<file path="src/hw/rtl/dad_pkg.sv">
// Shared types and constants for the Gregorian date adder.
// Holds the sequencer states, the arithmetic unit opcodes and the month length table.
// No dependencies.
`timescale 1ns / 1ps
`default_nettype none

package dad_pkg;

  // Width of the running day count and of the arithmetic unit
  localparam int unsigned DAD_ACC_W = 16;
  // Year counter is one bit wider than the port; leap years follow the 400-year residue
  localparam int unsigned DAD_YEAR_W = 15;
  // Residue of the year within the 400-year Gregorian cycle
  localparam int unsigned DAD_CYC_W = 9;
  localparam logic [DAD_CYC_W-1:0] DAD_YEAR_CYCLE = 9'd400;
  localparam logic [DAD_CYC_W-1:0] DAD_CENTURY_1 = 9'd100;
  localparam logic [DAD_CYC_W-1:0] DAD_CENTURY_2 = 9'd200;
  localparam logic [DAD_CYC_W-1:0] DAD_CENTURY_3 = 9'd300;
  localparam logic [DAD_CYC_W-1:0] DAD_CYCLE_LAST = 9'd399;
  // Shift of the first reduction step: 400 << 5 is the largest power-of-two multiple of 400 below 2^14
  localparam logic [2:0] DAD_MOD_TOP = 3'd5;
  localparam logic [3:0] DAD_JAN = 4'd1;
  localparam logic [3:0] DAD_DEC = 4'd12;

  typedef enum logic [2:0] {
    ST_IDLE,
    ST_MOD,
    ST_SUM,
    ST_WALK,
    ST_OUT
  } dad_state_e;

  typedef enum logic {
    OP_ADD,
    OP_SUB
  } dad_op_e;

  // Length of a month; zero outside January to December
  function automatic logic [4:0] dad_month_len(input logic [3:0] month, input logic leap);
    logic [4:0] len;
    begin
      case (month)
        4'd1:    len = 5'd31;
        4'd2:    len = leap ? 5'd29 : 5'd28;
        4'd3:    len = 5'd31;
        4'd4:    len = 5'd30;
        4'd5:    len = 5'd31;
        4'd6:    len = 5'd30;
        4'd7:    len = 5'd31;
        4'd8:    len = 5'd31;
        4'd9:    len = 5'd30;
        4'd10:   len = 5'd31;
        4'd11:   len = 5'd30;
        4'd12:   len = 5'd31;
        default: len = 5'd0;
      endcase
      return len;
    end
  endfunction

endpackage

`default_nettype wire

</file>
<file path="src/hw/rtl/dad_alu.sv">
// Shared add/subtract unit of the date adder.
// Depends on dad_pkg for the operand width and opcodes.
`timescale 1ns / 1ps
`default_nettype none

module dad_alu (
  input  wire logic [dad_pkg::DAD_ACC_W-1:0] a_i,
  input  wire logic [dad_pkg::DAD_ACC_W-1:0] b_i,
  input  wire dad_pkg::dad_op_e              op_i,
  output logic      [dad_pkg::DAD_ACC_W-1:0] res_o,
  output logic                               carry_o
);
  import dad_pkg::*;

  logic              is_sub;
  logic [DAD_ACC_W-1:0] b_eff;
  logic [DAD_ACC_W:0]   sum;

  // Subtract as add of the inverted operand plus one; carry high means no borrow
  assign is_sub  = (op_i == OP_SUB);
  assign b_eff   = is_sub ? ~b_i : b_i;
  assign sum     = {1'b0, a_i} + {1'b0, b_eff} + {{DAD_ACC_W{1'b0}}, is_sub};
  assign res_o   = sum[DAD_ACC_W-1:0];
  assign carry_o = sum[DAD_ACC_W];

endmodule

`default_nettype wire

</file>
<file path="src/hw/rtl/date_add_days.sv">
// Gregorian date plus a count of days: one request gives one resulting date.
// A request first reduces the year within the 400-year cycle, then adds the lengths of the
// months before start_month and then the day, then walks the count month by month from
// January, and then presents the result. The reduction, sums and walk use the single shared
// adder/subtractor in dad_alu, and the block takes no new request until the result has
// been taken. Years past 16383 wrap on result_year_o while leap years follow the full count.
// Depends on dad_pkg and dad_alu.
`timescale 1ns / 1ps
`default_nettype none

module date_add_days (
  input  wire logic        clk_i,
  input  wire logic        rst_ni,
  input  wire logic        in_valid_i,
  output logic             in_stall_o,
  input  wire logic [13:0] start_year_i,
  input  wire logic [3:0]  start_month_i,
  input  wire logic [4:0]  start_day_i,
  input  wire logic [14:0] days_to_add_i,
  output logic             out_valid_o,
  input  wire logic        out_stall_i,
  output logic      [13:0] result_year_o,
  output logic      [3:0]  result_month_o,
  output logic      [4:0]  result_day_o
);
  import dad_pkg::*;

  dad_state_e           state_q, state_d;
  logic [DAD_ACC_W-1:0] acc_q, acc_d;
  logic [DAD_YEAR_W-1:0] year_q, year_d;
  logic [DAD_CYC_W-1:0] cyc_q, cyc_d;
  logic [3:0]           m_q, m_d;
  logic [2:0]           k_q, k_d;
  logic [3:0]           month_q, month_d;
  logic [4:0]           day_q, day_d;
  logic [14:0]          add_q, add_d;

  logic                 leap;
  logic [4:0]           len;
  logic [DAD_ACC_W-1:0] alu_b;
  dad_op_e              alu_op;
  logic [DAD_ACC_W-1:0] alu_res;
  logic                 alu_carry;
  logic                 accept;

  // Leap year from the residue within the 400-year cycle
  assign leap = (cyc_q == '0) ||
                ((cyc_q[1:0] == 2'b00) && (cyc_q != DAD_CENTURY_1) &&
                 (cyc_q != DAD_CENTURY_2) && (cyc_q != DAD_CENTURY_3));
  assign len  = dad_month_len(m_q, leap);

  assign accept      = in_valid_i && !in_stall_o;
  assign in_stall_o  = (state_q != ST_IDLE);
  assign out_valid_o = (state_q == ST_OUT);

  // Hold the result straight from the working registers
  assign result_year_o  = year_q[13:0];
  assign result_month_o = m_q;
  assign result_day_o   = acc_q[4:0];

  // Select the second operand and the operation of the shared unit
  always_comb begin
    alu_op = OP_SUB;
    alu_b  = {{(DAD_ACC_W-5){1'b0}}, len};
    case (state_q)
      ST_MOD: begin
        alu_b = {{(DAD_ACC_W-DAD_CYC_W){1'b0}}, DAD_YEAR_CYCLE} << k_q;
      end
      ST_SUM: begin
        alu_op = OP_ADD;
        if (!((m_q < month_q) && (m_q <= DAD_DEC))) begin
          alu_b = {{(DAD_ACC_W-5){1'b0}}, day_q};
        end
      end
      default: begin
        alu_op = OP_SUB;
      end
    endcase
  end

  dad_alu u_alu (
    .a_i     (acc_q),
    .b_i     (alu_b),
    .op_i    (alu_op),
    .res_o   (alu_res),
    .carry_o (alu_carry)
  );

  // Sequence one request through the shared unit
  always_comb begin
    state_d = state_q;
    acc_d   = acc_q;
    year_d  = year_q;
    cyc_d   = cyc_q;
    m_d     = m_q;
    k_d     = k_q;
    month_d = month_q;
    day_d   = day_q;
    add_d   = add_q;
    case (state_q)
      ST_IDLE: begin
        if (accept) begin
          acc_d   = {{(DAD_ACC_W-14){1'b0}}, start_year_i};
          year_d  = {1'b0, start_year_i};
          month_d = start_month_i;
          day_d   = start_day_i;
          add_d   = days_to_add_i;
          k_d     = DAD_MOD_TOP;
          state_d = ST_MOD;
        end
      end
      ST_MOD: begin
        // Restoring reduction of the year by 400 << k
        if (k_q == '0) begin
          cyc_d   = alu_carry ? alu_res[DAD_CYC_W-1:0] : acc_q[DAD_CYC_W-1:0];
          acc_d   = {{(DAD_ACC_W-15){1'b0}}, add_q};
          m_d     = DAD_JAN;
          state_d = ST_SUM;
        end else begin
          if (alu_carry) begin
            acc_d = alu_res;
          end
          k_d = k_q - 3'd1;
        end
      end
      ST_SUM: begin
        // Add the months before the start month, then the day
        acc_d = alu_res;
        if ((m_q < month_q) && (m_q <= DAD_DEC)) begin
          m_d = m_q + 4'd1;
        end else begin
          m_d     = DAD_JAN;
          state_d = ST_WALK;
        end
      end
      ST_WALK: begin
        // Drop a whole month while the count exceeds it
        if (alu_carry && (alu_res != '0)) begin
          acc_d = alu_res;
          if (m_q == DAD_DEC) begin
            m_d    = DAD_JAN;
            year_d = year_q + 15'd1;
            cyc_d  = (cyc_q == DAD_CYCLE_LAST) ? '0 : cyc_q + 9'd1;
          end else begin
            m_d = m_q + 4'd1;
          end
        end else begin
          state_d = ST_OUT;
        end
      end
      ST_OUT: begin
        if (!out_stall_i) begin
          state_d = ST_IDLE;
        end
      end
      default: begin
        state_d = ST_IDLE;
      end
    endcase
  end

  // Control state
  always_ff @(posedge clk_i or negedge rst_ni) begin
    if (!rst_ni) begin
      state_q <= ST_IDLE;
    end else begin
      state_q <= state_d;
    end
  end

  // Working registers
  always_ff @(posedge clk_i) begin
    acc_q   <= acc_d;
    year_q  <= year_d;
    cyc_q   <= cyc_d;
    m_q     <= m_d;
    k_q     <= k_d;
    month_q <= month_d;
    day_q   <= day_d;
    add_q   <= add_d;
  end

`ifndef SYNTH
  a_stall_while_out: assert property (@(posedge clk_i) disable iff (!rst_ni)
    out_valid_o |-> in_stall_o)
    else $error("input taken while a result is pending");

  a_accept_starts: assert property (@(posedge clk_i) disable iff (!rst_ni)
    accept |=> (state_q == ST_MOD) && (k_q == DAD_MOD_TOP))
    else $error("accepted request did not start the year reduction");

  a_cyc_range: assert property (@(posedge clk_i) disable iff (!rst_ni)
    (state_q == ST_WALK) |-> (cyc_q <= DAD_CYCLE_LAST))
    else $error("year residue out of the 400-year cycle");

  a_walk_month: assert property (@(posedge clk_i) disable iff (!rst_ni)
    (state_q == ST_WALK || state_q == ST_OUT) |-> (m_q >= DAD_JAN && m_q <= DAD_DEC))
    else $error("walk month out of range");

  a_day_fits: assert property (@(posedge clk_i) disable iff (!rst_ni)
    (state_q == ST_OUT) |-> (acc_q <= {{(DAD_ACC_W-5){1'b0}}, len}))
    else $error("result day exceeds its month");
`endif

endmodule

`default_nettype wire

</file>
<file path="config.mk">
export PLATFORM = sky130hd
export DESIGN_NAME = date_add_days
export DESIGN_NICKNAME = d
export VERILOG_FILES = /design/src/hw/rtl/dad_pkg.sv /design/src/hw/rtl/dad_alu.sv /design/src/hw/rtl/date_add_days.sv
export SDC_FILE = /design/constraint.sdc
export NUM_CORES = 1
export LEC_CHECK = 0
export BUFFER_PORTS_ARGS = -buffer_cell sky130_fd_sc_hd__buf_2
export CAP_MARGIN = 20
export CORE_MARGIN = 1.5
export CORE_UTILIZATION = 63
export DETAILED_ROUTE_END_ITERATION = 8
export PLACE_DENSITY = 0.82
export REMOVE_ABC_BUFFERS = 1
export SYNTH_ARGS = -nofsm -noshare
export SYNTH_HDL_FRONTEND = slang
export SYNTH_HIERARCHICAL = 1
export SYNTH_SLANG_ARGS = --single-unit
</file>
<file path="constraint.sdc">
create_clock -name clk_i -period 13.9 [get_ports clk_i]
set_clock_uncertainty 0.05 [all_clocks]
set_input_delay 0 -clock clk_i [delete_from_list [all_inputs] [get_ports clk_i]]
set_output_delay 0 -clock clk_i [all_outputs]
set_load 0.03 [all_outputs]
</file>
# Yosys cells after proc, flatten, opt, wreduce, memory -nomap -nowiden

Cells that the tools add are included.

Input port bits: 42
Flip-flop bits (word level): 74

Magnitude comparators: 2
Reduce and logical (&&, ||, !) cells: 28
Bitwise logic cells: 1
Shifts and indexed selects: 1
Muxes and demuxes: 35
Add/sub/neg operators: 6
Equality and inequality tests: 29

Operator list:

| operator                | number |
|---|---|
| $mux W16                | 5 |
| $pmux W16 S4            | 1 |
| $mux W15                | 3 |
| $mux W9                 | 5 |
| $pmux W16 S2            | 1 |
| $pmux W15 S2            | 1 |
| $mux W3                 | 7 |
| $eq A4 B4 Y1 const B    | 5 |
| $pmux W9 S2             | 1 |
| $add A16 B16 Y17        | 1 |
| $add A17 B1 Y17         | 1 |
| $eq A4 B3 Y1 const B    | 4 |
| $mux W4                 | 4 |
| $ne A2 B2 Y1 const B    | 8 |
| $not A16 Y16            | 1 |
| $reduce_bool A16 Y1     | 1 |
| $shl A9 B3 Y16 const A  | 1 |
| $add A15 B1 Y15 const B | 1 |
| $pmux W3 S5             | 1 |
| $pmux W5 S3             | 1 |
| $pmux W4 S3             | 1 |
| $reduce_and A4 Y1       | 3 |
| $add A9 B1 Y9 const B   | 1 |
| $eq A9 B9 Y1 const B    | 1 |
| other kinds (30)        | 43 |

# Depth between registers and ports, before layout

Depth in word-level cells: 17
Gate-level depth with buffers: 21

# Modules after synthesis

Netlist, hierarchy kept.

By module, submodules not included:

| module        | seq. area each (um^2) | cells an instance | times used | area an instance (um^2) |
|---|---|---|---|---|
| date_add_days | 2177.1                | 359               | 1          | 4008.8 |
| dad_alu       | 0.0                   | 122               | 1          | 923.4 |

# Worst setup path after synthesis

Ideal clock, no wire load.

Path kind: register to register
Start point: reg m_q[0], in the netlist result_month_o[0]
End point: reg acc_q[0], enable pin
Stages on the path, launching flop included: 19
Data arrival time: 5.510 ns
Data required time: 13.420 ns
Period minus slack after synthesis: 5.990 ns
Setup slack: 7.910 ns
Path through: edfxtp_1 -> inv_1 -> ha_1 -> and3b_1 -> nor2_1 -> o21ai_2 -> nor3_1 -> o32ai_1 -> mux2i_1 -> fa_1 -> nor2b_1 -> o2111ai_1 -> a21boi_2 -> a221oi_2 -> o21ai_1 -> a21o_1 -> clkbuf_1 -> nor2_1 -> nor4_1

Elaborated cells between the ends (all ways): 29

RTL lines:

| item                                                                  | line                 | text |
|---|---|---|
| start, declared                                                       | date_add_days.sv:32  | `logic [3:0] m_q, m_d;` |
| start signal, assigned                                                | date_add_days.sv:176 | `m_q <= m_d;` |
| $eq A4 B4 Y1 (tied with other cells)                                  | dad_pkg.sv:42        | `case (month)` |
| $reduce_or A7 Y1 (no line) / $reduce_or A4 Y1 (equally long branches) | n/a                  |  |
| $pmux W5 S3                                                           | dad_pkg.sv:42        |  |
| $mux W5                                                               | date_add_days.sv:71  | `if (!((m_q < month_q) && (m_q <= DAD_DEC))) begin` |
| $pmux W16 S2 (*)                                                      | date_add_days.sv:65  | `case (state_q)` |
| net alu_b[0]                                                          | date_add_days.sv:40  | `logic [DAD_ACC_W-1:0] alu_b;` |
| $not A16 Y16                                                          | dad_alu.sv:21        | `assign b_eff = is_sub ? ~b_i : b_i;` |
| $mux W16 (*)                                                          | dad_alu.sv:21        |  |
| $add A16 B16 Y17 (*)                                                  | dad_alu.sv:22        | `assign sum = {1'b0, a_i} + {1'b0, b_eff} + {{DAD_ACC_W{1'b0}}, is_sub};` |
| $add A17 B1 Y17 (*)                                                   | dad_alu.sv:22        |  |
| net alu_carry                                                         | date_add_days.sv:43  | `logic alu_carry;` |
| $logic_and A1 B1 Y1                                                   | date_add_days.sv:138 | `if (alu_carry && (alu_res != '0)) begin` |
| $ne A2 B2 Y1 (no line)                                                | n/a                  |  |
| $reduce_and A4 Y1 (no line) (*)                                       | n/a                  |  |
| end signal, assigned                                                  | date_add_days.sv:173 | `acc_q <= acc_d;` |
| end, declared                                                         | date_add_days.sv:29  | `logic [DAD_ACC_W-1:0] acc_q, acc_d;` |

Mark *: on every way through the listed nets, which the timed path passes. The rest lies on a longest branch.
A chain may end at the register's enable or synchronous reset.

# Worst setup path in the final report

Start point: reg m_q[1], in the netlist result_month_o[1]
End point: reg year_q[1], enable pin

Elaborated cells between the ends (all ways): 29

RTL lines:

| item                                                                  | line                 | text |
|---|---|---|
| $eq A4 B4 Y1 (tied with other cells)                                  | dad_pkg.sv:42        |  |
| $reduce_or A7 Y1 (no line) / $reduce_or A4 Y1 (equally long branches) | n/a                  |  |
| $pmux W5 S3                                                           | dad_pkg.sv:42        |  |
| $mux W5                                                               | date_add_days.sv:71  |  |
| $pmux W16 S2 (*)                                                      | date_add_days.sv:65  |  |
| net alu_b[0]                                                          | date_add_days.sv:40  |  |
| $not A16 Y16                                                          | dad_alu.sv:21        |  |
| $mux W16 (*)                                                          | dad_alu.sv:21        |  |
| $add A16 B16 Y17 (*)                                                  | dad_alu.sv:22        |  |
| $add A17 B1 Y17 (*)                                                   | dad_alu.sv:22        |  |
| net alu_carry                                                         | date_add_days.sv:43  |  |
| $logic_and A1 B1 Y1 (*)                                               | date_add_days.sv:138 |  |
| $ne A2 B2 Y1 (no line) (*)                                            | n/a                  |  |
| $reduce_and A4 Y1 (no line) (*)                                       | n/a                  |  |
| end signal, assigned                                                  | date_add_days.sv:174 | `year_q <= year_d;` |
| end, declared                                                         | date_add_days.sv:30  | `logic [DAD_YEAR_W-1:0] year_q, year_d;` |

Marks and branches as above.

==> run_results.csv <==
group,metric,value,unit
clocking,cts_hold_buf,42,
routing,num_vias,4326,
grt,grt_overflow,0,
sta,clock.fmax,176.3,MHz
cells_and_area,finalNonFillerCells,688,
critical_path,worstPathMaxFanout,14,
grt,grt_max_degree,31,
critical_path,path_cells,"ha_1 > a211oi_1 > o21ai_2 > nor2b_1 > o32ai_1 > mux2i_1 > fa_1 > nor2b_1 > o2111ai_1 > a21boi_2 > a221oi_2 > o21ai_1 > a21o_1 > inv_1 > a41oi_1 > nand2_1 > or2_2 > o21ai_1 > buf_4",
critical_path,max_stage_delay,0.51,ns
synth,synth_area,4932,sq um
sta,maxSlewHeadroom,19.00,%
critical_path,endpoint_kind,"flop",
synth,synth_edf_count,70,
routing,post-route-drc-count,0,
routing,routed_via_density,6.288,
clocking,cts-root-buf,"clkbuf_8",
die,fp.dieW,91.48,um
clocking,htreeDepth,3,
placement,dp.cells,629,
synth,yosysTopAreaCell,"edfxtp_1",
sta,setup_viol,0,
clocking,cts_inserted_buffers,9,
critical_path,r2r_slack,8.23,ns
sta,tightest_slew,1.211,ns
cells_and_area,num_antenna_cells,0,
critical_path,critPathTopFamily,"compound AO/OA/AOI/OAI gates",
placement,io_buffers,66,
critical_path,cp_num_buf_inv,2,
clocking,clock-sinks,73,
grt,grt_usage,33.00,%
grt,met3_usage,7.203,%
min_path,hp-class,"in -> reg",
routing,wl_per_cell,19.78,um
clocking,cts.clk_slew.worst_paths,0.07,ns
die,die_h,91.48,um
synth,yosys_warnings,6,
cells_and_area,design_area,5891,sq um
synth,synth.distinct_cells,60,
sta,holdWs,0.3038,ns
clocking,clk_latency,0.36,ns
critical_path,slowest_stage,"edfxtp_1",
routing,drtAntennaViolNets,0,
cells_and_area,drive_gt1_share,16.55,%
status,run_status,"completed",
placement,place_congestion,0.9307,
die,coreArea,7647,sq um
critical_path,crit_arrival,5.67,ns
routing,first_iter_violations,616,
critical_path,crit_type,"reg -> reg",
synth,synthFlopType,"edfxtp_1",
placement,dp_hpwl,8551,um
clocking,cts_resized,0,
die,num_rows,32,
critical_path,crit_required,13.90,ns
placement,dpl-instance-area,5291,sq um
synth,async_reset_ff_share,4.110,%
die,start_util,64.50,%
synth,synth_area_leaders,"edfxtp_1 43%, ha_1 7.9%, xor2_1 5.5%",
synth,avgSynthCellArea,10.25,sq um
clocking,post_cts_buffers,0,
clocking,clockBufferDepth,2,
grt,grt_pass1_vias,4109,
grt,grt_antenna_before_repair,0,
cells_and_area,area_growth,19.43,%
grt,use_met1,43.05,%
grt,grt_pass1_wl,21100,um
routing,drt_first_pass_iters,8,
die,pin_count,67,
critical_path,startpoint_type,"flop",
die,die_area,8369,sq um
cells_and_area,fin_nets,656,
synth,ys_ff_latch,73,
sta,min_period,5.672,ns
synth,synth.top_cell.area_share,42.62,%
job,drv_cap,0,
sta,rsz0062_at_grt,"no",
synth,seq_area_frac_synth,44.14,%
sta,drv_slew,0,
sta,finalHoldViolations,0,
clocking,cts_tree,"done",
sta,setup_tns,0,ns
routing,routed_wl,13610,um
grt,busiest_layer,"met2",
synth,syn_inst,481,
sta,fin_crit_sh,40.80,%
grt,met2_usage,53.73,%
registers in the layout, summed over array words and instances (netlist names):
signal	cells
k_q	3
add_q	15
month_q	4
day_q	5
result_month_o	4
state_q	3
cyc_q	9
acc_q	16
year_q	14
per-stage QoR:
step,utilization (%),worst slack [ns]
after floorplan,-,7.721
after global placement,69.19,8.698
after detailed placement,69.19,8.522
after CTS,76.67,8.502
after global routing,77.03,7.885
final,77.03,8.228
logic make-up after synthesis:
| logic type | Yosys count | synth area share, % |
|---|---|---|
| flops | 73 | 44.14 |
| compound gates | 107 | 14.64 |
| buf+inv | 56 | 5.226 |
| fa+ha+maj | 32 | 8.270 |
| mux | 18 | 3.653 |
| xor+xnor | 50 | 8.879 |
| simple gates | 145 | 15.20 |
synth_stat cells, types with 2 or more instances:
cell type / number
a2111oi_0: 2
a211oi_1: 3
a21o_1: 6
a21oi_1: 17
a222oi_1: 14
a31oi_1: 5
and2_1: 2
and3_1: 12
and4_1: 3
buf_2: 10
buf_4: 5
buf_6: 2
clkbuf_1: 6
dfrtp_1: 3
edfxtp_1: 70
ha_1: 31
inv_1: 31
mux2i_1: 18
nand2_1: 40
nand2b_1: 4
nand3_1: 12
nand4_1: 4
nor2_1: 37
nor2b_1: 4
nor3_1: 5
nor3b_1: 5
nor4_1: 6
o211ai_1: 3
o21a_1: 3
o21ai_0: 30
o21ai_1: 4
o22ai_1: 8
xnor2_1: 19
xor2_1: 31
metal layers:
| metal | up-vias | part of all wire, % |
|---|---|---|
| li1 | 1976 | - |
| met1 | 2018 | 40 |
| met2 | 279 | 48 |
| met3 | 53 | 9.1 |
| met4 | 0 | 3.6 |
| met5 | - | 0 |
path summary, 6_finish.rpt:
check / cells after the start / from / end
max: 19 / result_month_o[1]$_DFFE_PP_ / year_q[1]$_DFFE_PP_
min: 2 / start_month_i[1] / month_q[1]$_DFFE_PP_
max reg2reg: 19 / result_month_o[1]$_DFFE_PP_ / year_q[1]$_DFFE_PP_
min reg2reg: 1 / add_q[14]$_DFFE_PP_ / acc_q[14]$_DFFE_PP_
max in group asynchronous: 3 / rst_ni / state_q[0]$_DFFE_PN0P_
min in group asynchronous: 3 / rst_ni / state_q[1]$_DFFE_PN0P_
worst reg2reg max path: stages, from the launching register on:
cell and delay, ns:
edfxtp_1 0.51, ha_1 0.35, a211oi_1 0.37, o21ai_2 0.24
nor2b_1 0.20, o32ai_1 0.42, mux2i_1 0.20, fa_1 0.46
nor2b_1 0.19, o2111ai_1 0.18, a21boi_2 0.25, a221oi_2 0.12
o21ai_1 0.16, a21o_1 0.46, inv_1 0.10, a41oi_1 0.24
nand2_1 0.13, or2_2 0.35, o21ai_1 0.11, buf_4 0.26
final cells by class:
type,instances,area (sq um)
clock buffers,10,127.6
fillers,472,1757
inverters,32,120.1
well taps,102,127.6
flip-flops and latches,73,2177
clock inverters,5,23.77
multi-input cells,352,2506
repair buffers,114,808.3
cell usage in the layout, fill, tap and decap left out, drive strengths merged, types with 8 or more instances in the layout:
cell type,netlist,routed
a21oi,18,18
a222oi,14,14
and3,12,12
buf,17,71
clkbuf,7,10
dlygate4sd3,0,42
edfxtp,70,70
ha,31,31
inv,32,32
mux2i,18,18
nand2,40,40
nand3,12,12
nor2,38,38
o21ai,35,35
o22ai,8,8
xnor2,19,19
xor2,31,31
Power is not shown: default switching activity piles up to over one toggle a cycle in this logic, so the estimate is an artifact.
